===== src/rtl/totp_pkg.sv =====
// Package for the TOTP HMAC-SHA1 code generator.
// Holds SHA-1 constants, register indexes and shared types; no dependencies.
`timescale 1ns / 1ps
`default_nettype none
package totp_pkg;
    localparam int CfgIdxW = 3;
    localparam logic [CfgIdxW-1:0] REG_KEY0 = 3'd0;
    localparam logic [CfgIdxW-1:0] REG_KEY1 = 3'd1;
    localparam logic [CfgIdxW-1:0] REG_KEY2 = 3'd2;
    localparam logic [CfgIdxW-1:0] REG_KEY3 = 3'd3;
    localparam logic [CfgIdxW-1:0] REG_KEYLEN = 3'd4;
    localparam logic [CfgIdxW-1:0] REG_STEP = 3'd5;

    localparam logic [159:0] SHA1_IV =
        160'h67452301_EFCDAB89_98BADCFE_10325476_C3D2E1F0;
    localparam logic [19:0] OTP_MOD = 20'd1000000;
    localparam logic [31:0] OTP_MASK = 32'h7FFFFFFF;
    // Reciprocal of the modulus scaled by 2^51; the quotient is exact for 31-bit operands.
    localparam logic [31:0] OTP_RECIP = 32'd2251799814;
    localparam int OTP_SHIFT = 51;

    typedef struct packed {
        logic start;
    } sha_ctl_t;

    function automatic logic [31:0] sha1_k(input logic [6:0] rnd);
        if (rnd < 7'd20) return 32'h5A827999;
        else if (rnd < 7'd40) return 32'h6ED9EBA1;
        else if (rnd < 7'd60) return 32'h8F1BBCDC;
        else return 32'hCA62C1D6;
    endfunction
endpackage
`default_nettype wire


===== src/rtl/totp_sha1_core.sv =====
// SHA-1 compression of one 512-bit block, one round per cycle.
// Uses totp_pkg; a 16-word shift window expands the schedule.
`timescale 1ns / 1ps
`default_nettype none
module totp_sha1_core (
    input  wire logic                aclk,
    input  wire logic                aresetn,
    input  wire totp_pkg::sha_ctl_t  ctl_in,
    input  wire logic [511:0]        block_in,
    input  wire logic [159:0]        hash_in,
    output logic                     done_out,
    output logic [159:0]             hash_out
);
    import totp_pkg::*;

    logic [511:0] w_reg;
    logic [159:0] s_reg;
    logic [159:0] h_reg;
    logic [6:0]   rnd_reg;
    logic         run_reg;
    logic         done_reg;
    logic [31:0]  a, b, c, d, e, f, t, wn;

    always_comb begin
        a = s_reg[159:128]; b = s_reg[127:96]; c = s_reg[95:64];
        d = s_reg[63:32];   e = s_reg[31:0];
        if (rnd_reg < 7'd20) f = (b & c) | (~b & d);
        else if (rnd_reg < 7'd40 || rnd_reg >= 7'd60) f = b ^ c ^ d;
        else f = (b & c) | (b & d) | (c & d);
        t = {a[26:0], a[31:27]} + f + e + sha1_k(rnd_reg) + w_reg[511:480];
        wn = w_reg[511-13*32 -: 32] ^ w_reg[511-8*32 -: 32]
           ^ w_reg[511-2*32 -: 32] ^ w_reg[511:480];
        wn = {wn[30:0], wn[31]};
    end

    always_ff @(posedge aclk) begin
        if (!aresetn) begin
            run_reg <= 1'b0;
            done_reg <= 1'b0;
            rnd_reg <= '0;
        end else begin
            done_reg <= 1'b0;
            if (ctl_in.start) begin
                run_reg <= 1'b1;
                rnd_reg <= '0;
                w_reg <= block_in;
                s_reg <= hash_in;
                h_reg <= hash_in;
            end else if (run_reg) begin
                s_reg <= {t, a, {b[1:0], b[31:2]}, c, d};
                w_reg <= {w_reg[479:0], wn};
                rnd_reg <= rnd_reg + 7'd1;
                if (rnd_reg == 7'd79) begin
                    run_reg <= 1'b0;
                    done_reg <= 1'b1;
                end
            end
        end
    end

    assign done_out = done_reg;
    assign hash_out = {h_reg[159:128] + s_reg[159:128], h_reg[127:96] + s_reg[127:96],
                       h_reg[95:64] + s_reg[95:64], h_reg[63:32] + s_reg[63:32],
                       h_reg[31:0] + s_reg[31:0]};
endmodule
`default_nettype wire


===== src/rtl/totp_hmac_sha1_code.sv =====
// Top level of the TOTP HMAC-SHA1 six-digit code generator.
// Uses totp_pkg and totp_sha1_core.
//
// Usage: the s_ channel takes one beat per request; tuser is the kind
// (0 = timestamp, 1 = step count) and tdata holds the 31-bit value. The
// m_ channel returns one beat per request with the 20-bit code in tdata.
// The cfg_ channel writes the key words, key length and time step; it is
// always ready and should be used only while the block is idle.
// Operation: a timestamp is divided by a bit-serial divider, then four
// SHA-1 compressions of 80 rounds each run on one shared round unit,
// then truncation and a reciprocal multiplication followed by a
// subtraction for the modulo.
// s_tready is low from acceptance until the code beat is taken, so one
// request is in flight at a time. A stalled receiver holds the result in
// the output register. Reset restores key length 20, time step 30 and a
// zero key, and empties the pipeline.
`timescale 1ns / 1ps
`default_nettype none
module totp_hmac_sha1_code #(
    parameter int MAX_KEY_BYTES = 32
) (
    input  wire logic        aclk,
    input  wire logic        aresetn,
    input  wire logic        s_tvalid,
    output logic             s_tready,
    input  wire logic [31:0] s_tdata,  // [30:0] value, [31] zero fill
    input  wire logic        s_tuser,  // [0] kind
    output logic             m_tvalid,
    input  wire logic        m_tready,
    output logic [23:0]      m_tdata,  // [19:0] code, [23:20] zero fill
    input  wire logic        cfg_valid,
    output logic             cfg_ready,
    input  wire logic [totp_pkg::CfgIdxW-1:0] cfg_index,
    input  wire logic [63:0] cfg_data
);
    import totp_pkg::*;

    typedef enum logic [3:0] {
        ST_IDLE, ST_DIV, ST_BLK, ST_WAIT, ST_TRUNC, ST_MOD, ST_OUT
    } state_t;

    state_t        state_reg;
    logic [255:0]  key_reg;
    logic [5:0]    keylen_reg;
    logic [30:0]   step_reg;
    logic [30:0]   quo_reg;
    logic [31:0]   rem_reg;
    logic [62:0]   prod_reg;
    logic [5:0]    cnt_reg;
    logic [1:0]    blk_reg;
    logic [159:0]  ih_reg;
    logic [159:0]  hash_reg;
    logic [19:0]   code_reg;
    logic          kind_reg;
    logic          start_reg;
    logic [511:0]  kblk, block;
    logic [159:0]  hin, hout;
    logic          sdone;
    logic [6:0]    cap;
    logic [31:0]   trial;
    logic [30:0]   div;
    logic [3:0]    off;
    sha_ctl_t      ctl;

    always_comb begin
        cap = (7'(keylen_reg) > 7'(MAX_KEY_BYTES)) ? 7'(MAX_KEY_BYTES) : 7'(keylen_reg);
        kblk = '0;
        for (int i = 0; i < 32; i++) begin
            if (i < int'(cap)) kblk[511-8*i -: 8] = key_reg[255-8*i -: 8];
        end
        unique case (blk_reg)
            2'd0: begin block = kblk ^ {64{8'h36}}; hin = SHA1_IV; end
            2'd1: begin
                block = {32'h0, 1'b0, quo_reg, 8'h80, 376'h0, 64'd576};
                hin = hash_reg;
            end
            2'd2: begin block = kblk ^ {64{8'h5C}}; hin = SHA1_IV; end
            default: begin
                block = {ih_reg, 8'h80, 280'h0, 64'd672};
                hin = hash_reg;
            end
        endcase
        div = (step_reg == '0) ? 31'd1 : step_reg;
        trial = {rem_reg[30:0], quo_reg[30]} - {1'b0, div};
        off = hash_reg[3:0];
    end

    assign ctl.start = start_reg;

    totp_sha1_core u_sha (
        .aclk(aclk), .aresetn(aresetn), .ctl_in(ctl), .block_in(block),
        .hash_in(hin), .done_out(sdone), .hash_out(hout)
    );

    always_ff @(posedge aclk) begin
        if (!aresetn) begin
            state_reg <= ST_IDLE;
            key_reg <= '0;
            keylen_reg <= 6'd20;
            step_reg <= 31'd30;
            start_reg <= 1'b0;
        end else begin
            start_reg <= 1'b0;
            if (cfg_valid) begin
                unique case (cfg_index)
                    REG_KEY0: key_reg[255:192] <= cfg_data;
                    REG_KEY1: key_reg[191:128] <= cfg_data;
                    REG_KEY2: key_reg[127:64] <= cfg_data;
                    REG_KEY3: key_reg[63:0] <= cfg_data;
                    REG_KEYLEN: keylen_reg <= cfg_data[5:0];
                    REG_STEP: step_reg <= cfg_data[30:0];
                    default: ;
                endcase
            end
            unique case (state_reg)
                ST_IDLE: if (s_tvalid) begin
                    quo_reg <= s_tdata[30:0];
                    kind_reg <= s_tuser;
                    rem_reg <= '0;
                    cnt_reg <= '0;
                    state_reg <= s_tuser ? ST_BLK : ST_DIV;
                    blk_reg <= 2'd0;
                end
                ST_DIV: begin
                    if (!trial[31]) rem_reg <= trial;
                    else rem_reg <= {rem_reg[30:0], quo_reg[30]};
                    quo_reg <= {quo_reg[29:0], ~trial[31]};
                    cnt_reg <= cnt_reg + 6'd1;
                    if (cnt_reg == 6'd30) state_reg <= ST_BLK;
                end
                ST_BLK: begin
                    start_reg <= 1'b1;
                    state_reg <= ST_WAIT;
                end
                ST_WAIT: if (sdone) begin
                    hash_reg <= hout;
                    blk_reg <= blk_reg + 2'd1;
                    if (blk_reg == 2'd1) ih_reg <= hout;
                    state_reg <= (blk_reg == 2'd3) ? ST_TRUNC : ST_BLK;
                end
                ST_TRUNC: begin
                    rem_reg <= hash_reg[159-8*off -: 32] & OTP_MASK;
                    code_reg <= '0;
                    cnt_reg <= '0;
                    state_reg <= ST_MOD;
                end
                ST_MOD: begin
                    cnt_reg <= cnt_reg + 6'd1;
                    if (cnt_reg == 6'd0) begin
                        prod_reg <= {32'd0, rem_reg[30:0]} * {31'd0, OTP_RECIP};
                    end else begin
                        code_reg <= 20'(rem_reg - {20'd0, prod_reg[62:OTP_SHIFT]}
                                                  * {12'd0, OTP_MOD});
                        state_reg <= ST_OUT;
                    end
                end
                ST_OUT: if (m_tready) state_reg <= ST_IDLE;
                default: state_reg <= ST_IDLE;
            endcase
        end
    end

    assign s_tready = (state_reg == ST_IDLE);
    assign m_tvalid = (state_reg == ST_OUT);
    assign m_tdata = {4'h0, code_reg};
    assign cfg_ready = 1'b1;

    a_code_range: assert property (@(posedge aclk) disable iff (!aresetn)
        m_tvalid |-> code_reg < OTP_MOD) else $error("code out of range");
    a_one_req: assert property (@(posedge aclk) disable iff (!aresetn)
        s_tvalid && s_tready |=> !s_tready) else $error("second request taken");
    a_hold: assert property (@(posedge aclk) disable iff (!aresetn)
        m_tvalid && !m_tready |=> m_tvalid && $stable(code_reg))
        else $error("result lost under stall");
    a_kind: assert property (@(posedge aclk) disable iff (!aresetn)
        state_reg == ST_DIV |-> !kind_reg) else $error("step count divided");
endmodule
`default_nettype wire


===== config.mk =====
export PLATFORM = sky130hd
export DESIGN_NAME = totp_hmac_sha1_code
export DESIGN_NICKNAME = d
export VERILOG_FILES = /design/src/rtl/totp_pkg.sv /design/src/rtl/totp_sha1_core.sv /design/src/rtl/totp_hmac_sha1_code.sv
export SDC_FILE = /design/constraint.sdc
export NUM_CORES = 2
export LEC_CHECK = 0
export BUFFER_PORTS_ARGS = -buffer_cell sky130_fd_sc_hd__buf_2
export CORE_MARGIN = 2
export CORE_UTILIZATION = 55
export CTS_BUF_LIST = sky130_fd_sc_hd__clkbuf_4 sky130_fd_sc_hd__clkbuf_8 sky130_fd_sc_hd__clkbuf_16
export DETAILED_ROUTE_END_ITERATION = 10
export GPL_TIMING_DRIVEN = 1
export PLACE_DENSITY_LB_ADDON = 0.12
export SLEW_MARGIN = 20
export SYNTH_ARGS = -nofsm -noshare
export SYNTH_HDL_FRONTEND = slang
export SYNTH_SLANG_ARGS = --single-unit
export TNS_END_PERCENT = 100

===== constraint.sdc =====
create_clock -name aclk -period 45.8 [get_ports aclk]
set_input_delay 9.16 -clock aclk [delete_from_list [all_inputs] [get_ports aclk]]
set_output_delay 9.16 -clock aclk [all_outputs]
set_load 0.02 [all_outputs]

==> Implementation_results.wiki <==
{| class="wikitable"
! Metric !! Value
|-
| Height of the die || 425 um
|-
| Unrepaired setup endpoints after global routing || false
|-
| Maximum number of pins on one net before global-route repair || 152
|-
| Post-synthesis sequential element count || 1560
|-
| Post-detailed-placement half-perimeter wirelength || 265000 um
|-
| GR Overflow Total || 0
|-
| Arrival time at the worst endpoint || 13.93 ns
|-
| Required @ worst endpoint || 46.26 ns
|-
| Die width || 425 um
|-
| Worst Setup EP || u_sha.w_reg[190]
|-
| Number of flip-flops in the largest register || 512
|-
| Worst R2R Start || rem_reg[13]
|-
| Area share of the largest cell type after synthesis || 38.7%
|-
| Leakage power figure || 43.1 nW
|-
| Share of layout cells above drive strength 1 || 9.42%
|-
| Number of H-tree levels || 4
|-
| Post-CTS Setup Repair Bufs || 0
|-
| Clock latency of the later-clocked register in the worst-skew pair || 0.86 ns
|-
| Placement row count || 154
|-
| Final wirelength || 353000 um
|-
| Ys flop type || edfxtp_1
|-
| Routability congestion estimate || 1.04
|-
| Detailed Route Iter0 Violations || 9122
|-
| Placed Cells || 11100
|-
| TritonCTS clock tree || built
|-
| Die area || 180000 um^2
|-
| Tightest slew margin relative to the limit || 17.4%
|-
| Post-placement worst setup slack || 31.48 ns
|-
| CTS buffer count || 168
|-
| Top post-synthesis cells by area || edfxtp_1 (39%), fa_1 (10%), ha_1 (8.6%)
|-
| Synth-to-layout area growth || 9.00%
|-
| Via/cell ratio || 6.33
|-
| Largest area contributor in the synthesized netlist || edfxtp_1
|-
| Final cell utilization of the core || 60.3%
|-
| Number of I/O port buffers || 125
|-
| Mapped cell area || 97400 um^2
|-
| Clock slew at reported path FFs || 0.06 ns
|-
| Syn_area_per_cell || 10.9 um^2
|-
| Number of cells in the finished layout apart from fillers || 11400
|-
| Max Cap Viol || 0
|-
| Number of optimization iterations in the first detailed-route pass || 6
|-
| Area of the placeable core || 176000 um^2
|-
| GRT Overall Usage || 38.9%
|-
| Worst supply voltage drop on vdd || 0.223 mV
|-
| Worst Path Max Fanout || 77
|-
| Share of async-settable or async-resettable flops after synthesis || 0%
|-
| Final Worst Setup Slack || 32.33 ns
|-
| CTS sink cnt || 1560
|-
| Pins over their slew limit || 0
|-
| Fin crit period || 13.47 ns
|-
| Final worst-path cycle share || 29.4%
|-
| Antenna violations before repair || 26
|-
| DR vias || 72400
|-
| Synthesized netlist cell count || 8951
|-
| Post-cts sizing count || 0
|-
| Global-route wire length before repair || 499000 um
|-
| Post-route DRC || 0
|-
| Antenna viol nets, final || 0
|-
| Outcome || complete, no violations
|-
| Post-synth EDFFs || 1254
|-
| Final nets || 10200
|-
| Critical path startpoint category || primary input
|-
| Crit path launch || aresetn
|-
| Final hold violations || 0
|-
| Worst min-delay path category || reg2reg
|-
| Final setup violating endpoints || 0
|-
| Clock Skews || 0.0830 ns
|-
| Vias in the first global route || 69500
|-
| Critical Setup Path Class || in2reg
|-
| Final-layout fill cell count || 14400
|-
| Max Clock Freq || 74.3 MHz
|-
| Endpoint class of the critical path || flip-flop
|-
| Number of buffers on the longest clock path || 3
|-
| Pwr dens || 80.2 nW/um^2
|-
| Root buf cell || clkbuf_16
|-
| Initial Utilization || 55.3%
|-
| R2R setup slack || 36.44 ns
|-
| Total negative slack || 0 ns
|-
| Number of cell instances on the worst register-to-register path || 23
|-
| Least-Margin Pin Slew || 1.23 ns
|-
| Wire per inst || 30.9 um
|-
| Count of hold buffers inserted by post-cts repair || 0
|-
| Critical R2R Capture || prod_reg[62]
|-
| Top-level I/O count || 132
|-
| Synthesis warning total || 0
|-
| Count of distinct cell types in the synthesized netlist || 85
|-
| Post-synthesis sequential area ratio || 45.0%
|}
metal layers:
metal | up-vias | share of wire (%) | GRT usage, %
li1 | 31400 | - | -
met1 | 36200 | 37 | 49.7
met2 | 3961 | 43 | 57.6
met5 | - | 0.0076 | 0.529
met3 | 812 | 9.9 | 8.59
met4 | 4 | 9.5 | 30.7
cells by family after synthesis:
logic type      synth area share [%]
compound gates                  12.4
xor+xnor                        3.17
fa+ha+maj                       18.7
buf+inv                         5.07
flops                           45.0
mux                             5.74
other cells                  0.00771
simple gates                    9.96
critical path: stages:
cell and delay (ns):
buf_2 0.31, inv_8 0.27, nor2_4 0.57, buf_4 0.87, buf_4 0.87, buf_4 0.76, buf_4 0.79
final cells by class:
cell class / instances / area, um^2 / area share (%)
Clock inverter: 87 / 932 / 0.878
Tap cell: 2340 / 2930 / 2.76
Antenna cell: 15 / 37.5 / 0.0354
Inverter: 877 / 3310 / 3.12
Timing Repair Buffer: 238 / 1500 / 1.41
Clock buffer: 229 / 4810 / 4.53
Multi-Input combinational cell: 6088 / 48800 / 46.0
Sequential cell: 1560 / 43800 / 41.3
report_power, final:
| group | internal [W] | switching (W) | total (W) |
|---|---|---|---|
| Sequential | 0.00169 | 0.0000809 | 0.00178 |
| Combinational | 0.00218 | 0.00314 | 0.00532 |
| Clock | 0.000807 | 0.000610 | 0.00142 |
per-stage QoR:
step	total power, W	instance area, um^2	hold slack (ns)
floorplan	0.00554	97400	0.432
global placement	0.00695	100000	0.438
detailed placement	0.00706	100000	0.442
CTS	0.00852	106000	0.450
global route	0.00926	106000	0.467
finish	0.00851	106000	0.451
layout by cell type, fill, tap and decap left out, types with 230 or more instances in the layout:
cell type  instances
a21oi_1          694
xnor2_1          231
ha_1             664
o21ai_0          446
nor2_1           268
fa_1             494
edfxtp_1        1254
dfxtp_1          305
nand2_1         1215
mux2i_1          230
inv_1            873
cell usage after synthesis, drive strengths merged, types with 230 or more instances:
library cell and count:
mux2i 230, dfxtp 306, a21oi 696, edfxtp 1254, fa 494, ha 667, xnor2 232, o21ai 450
clkbuf 370, inv 875, nor2 274, nand2 1220
worst min path at each step:
| stage | slack, ns | endpoint | startpoint | depth (start not counted) |
|---|---|---|---|---|
| after floorplan | 0.43 | key_reg[103] | key_reg[103] | 2 |
| after global placement | 0.44 | key_reg[96] | key_reg[96] | 2 |
| after detailed placement | 0.44 | key_reg[104] | key_reg[104] | 2 |
| after CTS | 0.45 | key_reg[104] | key_reg[104] | 2 |
| after global routing | 0.47 | key_reg[68] | key_reg[68] | 2 |
| final | 0.45 | key_reg[127] | key_reg[127] | 2 |
Power figures use the tool's default switching activity.
